`config.mk`:
```
export PLATFORM = sky130hd
export DESIGN_NAME = dcm_front
export DESIGN_NICKNAME = d
export VERILOG_FILES = /design/src/rtl/dcm_pkg.sv /design/src/rtl/dcm_front.sv
export SDC_FILE = /design/constraint.sdc
export NUM_CORES = 1
export LEC_CHECK = 0
export BUFFER_PORTS_ARGS = -buffer_cell sky130_fd_sc_hd__buf_2
export CAP_MARGIN = 20
export CORE_ASPECT_RATIO = 0.6
export CORE_UTILIZATION = 61
export DETAILED_ROUTE_END_ITERATION = 8
export MAX_ROUTING_LAYER = met4
export PLACE_DENSITY = 0.94
export SKIP_CTS_REPAIR_TIMING = 1
export SYNTH_ARGS = -nofsm -noshare
export SYNTH_HDL_FRONTEND = slang
export SYNTH_SLANG_ARGS = --single-unit
```
`constraint.sdc`:
```
create_clock -name clk -period 8.5 [get_ports clk]
set_input_delay 0.85 -clock clk [delete_from_list [all_inputs] [get_ports clk]]
set_output_delay 0.85 -clock clk [all_outputs]
set_load 0.005 [all_outputs]
```
`src/rtl/dcm_pkg.sv`:
```
// Package: shared types, constants and helpers for the dictionary coverage matcher.
package dcm_pkg;

  localparam int TRIE_AW   = 16;
  localparam int TRIE_WORDS = 1 << TRIE_AW;
  localparam int RING_AW   = 6;
  localparam int MAX_DEPTH = 1 << RING_AW;
  localparam int FILL_W    = RING_AW + 1;
  localparam int QUEUE_AW  = 2;
  localparam int QUEUE_DEPTH = 1 << QUEUE_AW;

  localparam logic [1:0] KIND_LOAD = 2'd0;
  localparam logic [1:0] KIND_BYTE = 2'd1;
  localparam logic [1:0] KIND_END  = 2'd2;

  typedef enum logic [1:0] {
    OP_LOAD,
    OP_BYTE,
    OP_END
  } op_t;

  typedef struct packed {
    op_t                op;
    logic [TRIE_AW-1:0] addr;
    logic [31:0]        word;
    logic [7:0]         symbol;
  } item_t;

  typedef enum logic [3:0] {
    ST_IDLE,
    ST_HDR0,
    ST_HDR1,
    ST_HDR2,
    ST_SCAN,
    ST_CMP,
    ST_LEN,
    ST_PUSH,
    ST_SHRD,
    ST_SHEX,
    ST_PUW,
    ST_PURD,
    ST_PUCMP,
    ST_RWD,
    ST_DROP,
    ST_DONE
  } state_t;

  function automatic logic [31:0] sat_inc(input logic [31:0] c);
    sat_inc = (c == 32'hffff_ffff) ? c : c + 32'd1;
  endfunction

  function automatic logic [31:0] dec_floor(input logic [31:0] c);
    dec_floor = (c == 32'd0) ? c : c - 32'd1;
  endfunction

endpackage

```
`src/rtl/dcm_front.sv`:
```
// Front end: accepts input items, classifies them and queues them for the back end.
module dcm_front (
  input  logic                clk,
  input  logic                rst_n,
  input  logic                in_push,
  output logic                in_full,
  input  logic [1:0]          in_kind,
  input  logic [15:0]         in_load_address,
  input  logic [31:0]         in_load_word,
  input  logic [7:0]          in_symbol,
  output logic                q_valid,
  output dcm_pkg::item_t      q_item,
  input  logic                q_pop
);
  import dcm_pkg::*;

  item_t                 q_mem_r [QUEUE_DEPTH];
  logic [QUEUE_AW-1:0]   wr_ptr_r, wr_ptr_nxt;
  logic [QUEUE_AW-1:0]   rd_ptr_r, rd_ptr_nxt;
  logic [QUEUE_AW:0]     count_r, count_nxt;
  logic                  take;
  logic                  keep;
  item_t                 cls;

  assign in_full = (count_r == (QUEUE_AW+1)'(QUEUE_DEPTH));
  assign take    = in_push && !in_full;

  // Classify; the unused kind code is taken and dropped.
  always_comb begin
    cls.addr   = in_load_address;
    cls.word   = in_load_word;
    cls.symbol = in_symbol;
    keep       = 1'b1;
    case (in_kind)
      KIND_LOAD: cls.op = OP_LOAD;
      KIND_BYTE: cls.op = OP_BYTE;
      KIND_END:  cls.op = OP_END;
      default: begin
        cls.op = OP_LOAD;
        keep   = 1'b0;
      end
    endcase
  end

  assign q_valid = (count_r != '0);
  assign q_item  = q_mem_r[rd_ptr_r];

  always_comb begin
    wr_ptr_nxt = wr_ptr_r;
    rd_ptr_nxt = rd_ptr_r;
    count_nxt  = count_r;
    if (take && keep) begin
      wr_ptr_nxt = wr_ptr_r + 1'b1;
    end
    if (q_pop && q_valid) begin
      rd_ptr_nxt = rd_ptr_r + 1'b1;
    end
    count_nxt = count_r + (QUEUE_AW+1)'(take && keep) - (QUEUE_AW+1)'(q_pop && q_valid);
  end

  always_ff @(posedge clk) begin
    if (!rst_n) begin
      wr_ptr_r <= '0;
      rd_ptr_r <= '0;
      count_r  <= '0;
    end else begin
      wr_ptr_r <= wr_ptr_nxt;
      rd_ptr_r <= rd_ptr_nxt;
      count_r  <= count_nxt;
    end
  end

  always_ff @(posedge clk) begin
    if (take && keep) begin
      q_mem_r[wr_ptr_r] <= cls;
    end
  end

  property p_no_overflow;
    @(posedge clk) disable iff (!rst_n)
      count_r <= (QUEUE_AW+1)'(QUEUE_DEPTH);
  endproperty
  a_no_overflow: assert property (p_no_overflow) else $error("queue count overflow");

  property p_push_counts;
    @(posedge clk) disable iff (!rst_n)
      (take && keep && !(q_pop && q_valid)) |=> (count_r == $past(count_r) + 1'b1);
  endproperty
  a_push_counts: assert property (p_push_counts) else $error("queue count not advanced");

  property p_pop_counts;
    @(posedge clk) disable iff (!rst_n)
      (!(take && keep) && q_pop && q_valid) |=> (count_r == $past(count_r) - 1'b1);
  endproperty
  a_pop_counts: assert property (p_pop_counts) else $error("queue count not reduced");

endmodule

```
# Word-level counts from Yosys, hierarchy flattened
# Memory sizes are Yosys's and may differ from the RTL's. A register that Yosys moved wholly into a read port is not among the register bits.
# Index checks and enable logic that the tools add are counted.
dict set report totals {
  output_inout_bits 60
  elab_cells 24
  ram_bits 232
  regBits 7
  memories 1
  inputBits 62
}
dict set report op_classes {
  n_mux 6
  reduce_logical 7
  eq_ne 3
  n_addsub 4
}
# name words width read_ports rd_ports_with_merged_regs wr line_no
set mem_list {}
lappend mem_list {q_mem_r 4 58 1 1 1 dcm_front.sv:17} ;# item_t q_mem_r [QUEUE_DEPTH];
# cell count
set op_table {}
lappend op_table {{$add A2 B1 Y2 const B} 2}
lappend op_table {{$mux W2} 2}
lappend op_table {{$pmux W2 S2} 1}
lappend op_table {{$add A3 B1 Y3} 1}
lappend op_table {{$eq A3 B3 Y1 const B} 1}
lappend op_table {{$logic_and A1 B1 Y1} 3}
lappend op_table {{$mux W1} 3}
lappend op_table {{$reduce_bool A3 Y1} 1}
lappend op_table {{$reduce_or A3 Y1} 1}
lappend op_table {{$sub A3 B1 Y3} 1}
lappend op_table {{$eq A2 B1 Y1 const B} 1}
lappend op_table {{$eq A2 B2 Y1 const B} 1}
lappend op_table {{$logic_not A2 Y1} 1}
lappend op_table {{$logic_not A1 Y1} 1}

# Logic depth before layout (Yosys ltp)
dict set report logic_depth {
  depth_word 6
  ltp_mapped 11
  ltp_nobuf 11
}

# Worst setup path before layout
# OpenSTA, ideal clock, no wires.
dict set report synth_path {
  kind {in2reg}
  startpoint {in in_kind[0]}
  endpoint {mem q_mem_r[0][0] (netlist bit), enable pin}
  path_buffers 0
  stages 2
  t_arrival_ps 2678
  slack_ps 5400
  setup_ps 422
  t_required_ps 8078
  cell_sequence {a211oi_2 > and2_1}
}
dict set report synth_via {
  elab_chain_len 6
  elab_cells_between_ends 8
  cone_classes {eq/ne: 2; mux: 3; reduce/logical: 3}
}
# element line_no
set synth_lines {}
lappend synth_lines {{start: declaration} dcm_front.sv:7} ;# input logic [1:0] in_kind,
lappend synth_lines {{$eq A2 B2 Y1 (tied with other cells)} dcm_front.sv:34} ;# case (in_kind)
lappend synth_lines {{$reduce_or A3 Y1 (no source line) *} -}
lappend synth_lines {{$mux W1 *} dcm_front.sv:34}
lappend synth_lines {{$logic_and A1 B1 Y1 *} dcm_front.sv:74} ;# if (take && keep) begin
lappend synth_lines {{$mux W1 *} dcm_front.sv:74}
lappend synth_lines {{$mux W1 (not written as such) *} dcm_front.sv:75} ;# q_mem_r[wr_ptr_r] <= cls;
lappend synth_lines {{end: declaration} dcm_front.sv:17}
# Mark *: on every way between the ends. The rest lies on a longest branch, timed or not.

==> results.cfg <==
[timing]
min_period_over_period = 0.4040
min_period_ns = 3.434
max_freq_mhz = 291.2
setup_tns_ns = 0
slew_headroom = 0.4267
skew_ns = 0.01487
finalSetupViolCount = 0
finalWorstSetupSlack_ns = 5.066
tightestPinTransition_ns = 0.8599
hold_slack_ns = 0.5183
drv_slew = 0
rsz0062_at_grt = no
hold_viol = 0

[global_route]
grt_max_degree = 59
grt_use_met2 = 0.3388
top_usage_layer = met2
grt_overflow = 0
grt_pass1_wl_um = 22790
grt_pass1_vias = 4166
use_met3 = 0.05955
antenna_found_initial = 1
globalRouteMet1Util = 0.2980
grt_usage = 0.2181

[setup_path]
worstPathCellList = buf_4 -> mux4_2 -> buf_2
crit_type = reg -> out
critPathRequiredTime_ns = 7.65
cpLargestDelayFamily = buffers and inverters
endpoint_kind = output pin
arrival_ns = 2.58
crit_fanout = 35
cp.buffers_inverters = 2
critPathMaxStageDelay_ns = 0.65
crit_slowest_cell = dfxtp_4
start_kind = flop

[drt]
routed_wire_length_per_instance_um = 22.21
antenna_left = 0
drtIter0Drc = 370
firstDrtPassIters = 4
drcViolationCount = 0
viasPerCell = 5.797
drt_wl_total_um = 15460
vias = 4035

[run]
maxCapViolCount = 0

[place]
place_inst = 658
place.gp.congestion = 0.7455
portBuffers = 121
pre_cts_slack_ns = 5.491
post-dp-hpwl_um = 8917
place_area_mm2 = 0.009661

[logic_synthesis]
synth_area_leaders = edfxtp_1 78%, mux4_2 15%, dfxtp_1 2.0%
yosysTopAreaCell = edfxtp_1
synth_nets = 422
ys.flop_type = edfxtp_1
synth.ff_latch_count = 241
yosysMostFrequentCell = edfxtp_1
synth_top_family_by_area = multiplexers
synth-warning-count = 0
syn_area_mm2 = 0.008884
yosysTopAreaCellShare = 0.7842
ys_types = 22
synth_xor_xnor_area_share = 0.003944
muxShareOfSynthArea = 0.1493
synthTopCellsByCount = 232 x edfxtp_1, 58 x mux4_2, 9 x dfxtp_1
synth_fa_ha_area_frac = 0.01070
synth-simple-area-share = 0.01169
yosysSeqAreaShare = 0.8045
synth-async-reset-ratio = 0
synth_compound_area_frac = 0.003380
syn_inst = 353
syn_area_per_cell_um2 = 25.17
synth_edf_count = 232

[die]
rows = 33
fp.dieArea_mm2 = 0.01507
ios = 122
die_w_um = 157.8
fp.dieH_um = 95.48
start_util = 0.6384
coreArea_mm2 = 0.01391

[pwr]
p_leak_nw = 3.455
max-vdd-ir-drop_uv = 214.2
total_power_mw = 2.877
power_density_mw_per_mm2 = 279.6

[layout]
syn2layout_area_growth_pct = 15.83
postLayoutCellArea_mm2 = 0.01029
stdcell_count = 696
nets = 558
drive_gt1_frac = 0.4394
final_core_util = 0.7395

[clock_network]
cts_made_buffers = 21
clkSinkCount = 241
htree_levels = 1
clkTransAtPathRegs_ns = 0.06
tritoncts = yes
clkLatencyLatePin_ns = 0.49
root_buffer = clkbuf_16
clock_path_buffers = 3

[run_status]
status = complete, no violations

[hold_path]
hp-class = reg -> reg
[worst register-to-register path: stages, from the launching register on]
cell and delay [ns]:
dfxtp_1 0.46, nor3b_1 0.13, a211oi_2 0.45, inv_1 0.10, ha_1 0.29, inv_1 0.06
ha_1 0.12, inv_1 0.04, fa_1 0.38, xnor2_1 0.15, xnor2_1 0.12, and2_1 0.16
[power breakdown]
group / total (mW) / switching (mW) / leakage [nW] / internal, mW
Combinational: 0.545 / 0.252 / 0.955 / 0.293
Clock: 0.875 / 0.391 / 0.309 / 0.484
Sequential: 1.46 / 0.0533 / 2.19 / 1.40
[routing by layer]
| layer | routed length (µm) | share of wire |
|---|---|---|
| met1 | 6715 | 0.43 |
| met2 | 7401 | 0.48 |
| met3 | 1155 | 0.075 |
| met4 | 189 | 0.012 |
| met5 | 0 | 0 |
[layout by cell type (no fill, tap or decap), types with 2 or more instances in the layout]
cell / instances
clkinv_2: 5
xnor2_1: 4
mux4_2: 58
clkbuf_16: 21
inv_1: 6
ha_1: 6
nor2b_1: 5
and2_1: 3
nand2_1: 4
mux2i_1: 2
buf_4: 6
buf_2: 121
edfxtp_1: 232
clkinv_1: 5
dfxtp_1: 7
and2_2: 4
clkbuf_1: 3
[cell families after synthesis]
| logic type | after synthesis |
|---|---|
| AO/OA/AOI/OAI | 3 |
| XOR/XNOR | 4 |
| adder cells (fa/ha/maj) | 7 |
| buffers and inverters | 20 |
| flip-flops | 241 |
| multiplexers | 60 |
| AND/OR/NAND/NOR | 18 |
[registers in the layout, indices dropped and copies added, names as in the netlist, named ones only]
signal and cells:
wr_ptr_r 2, q_mem_r 232, rd_ptr_r 2, count_r 3
[final cells by class]
class / instances / area (µm²)
antenna: 1 / 2.502
clock buffer: 24 / 536.8
clock inverter: 13 / 90.09
fill: 802 / 3625
inverter: 6 / 22.52
multi-input combinational: 92 / 1595
sequential: 241 / 7152
tap: 192 / 240.2
timing repair buffer: 127 / 650.6
[worst paths after layout]
check | from | to | slack [ns] | cells past startpoint
setup reg to reg | count_r[1] | count_r[2] | 5.96 | 11
hold / removal | wr_ptr_r[1] | wr_ptr_r[1] | 0.52 | 2
setup / recovery | flop | q_item[20] | 5.07 | 3
hold reg to reg | wr_ptr_r[1] | wr_ptr_r[1] | 0.52 | 2
No activity file was read; power rests on OpenSTA's default activity.
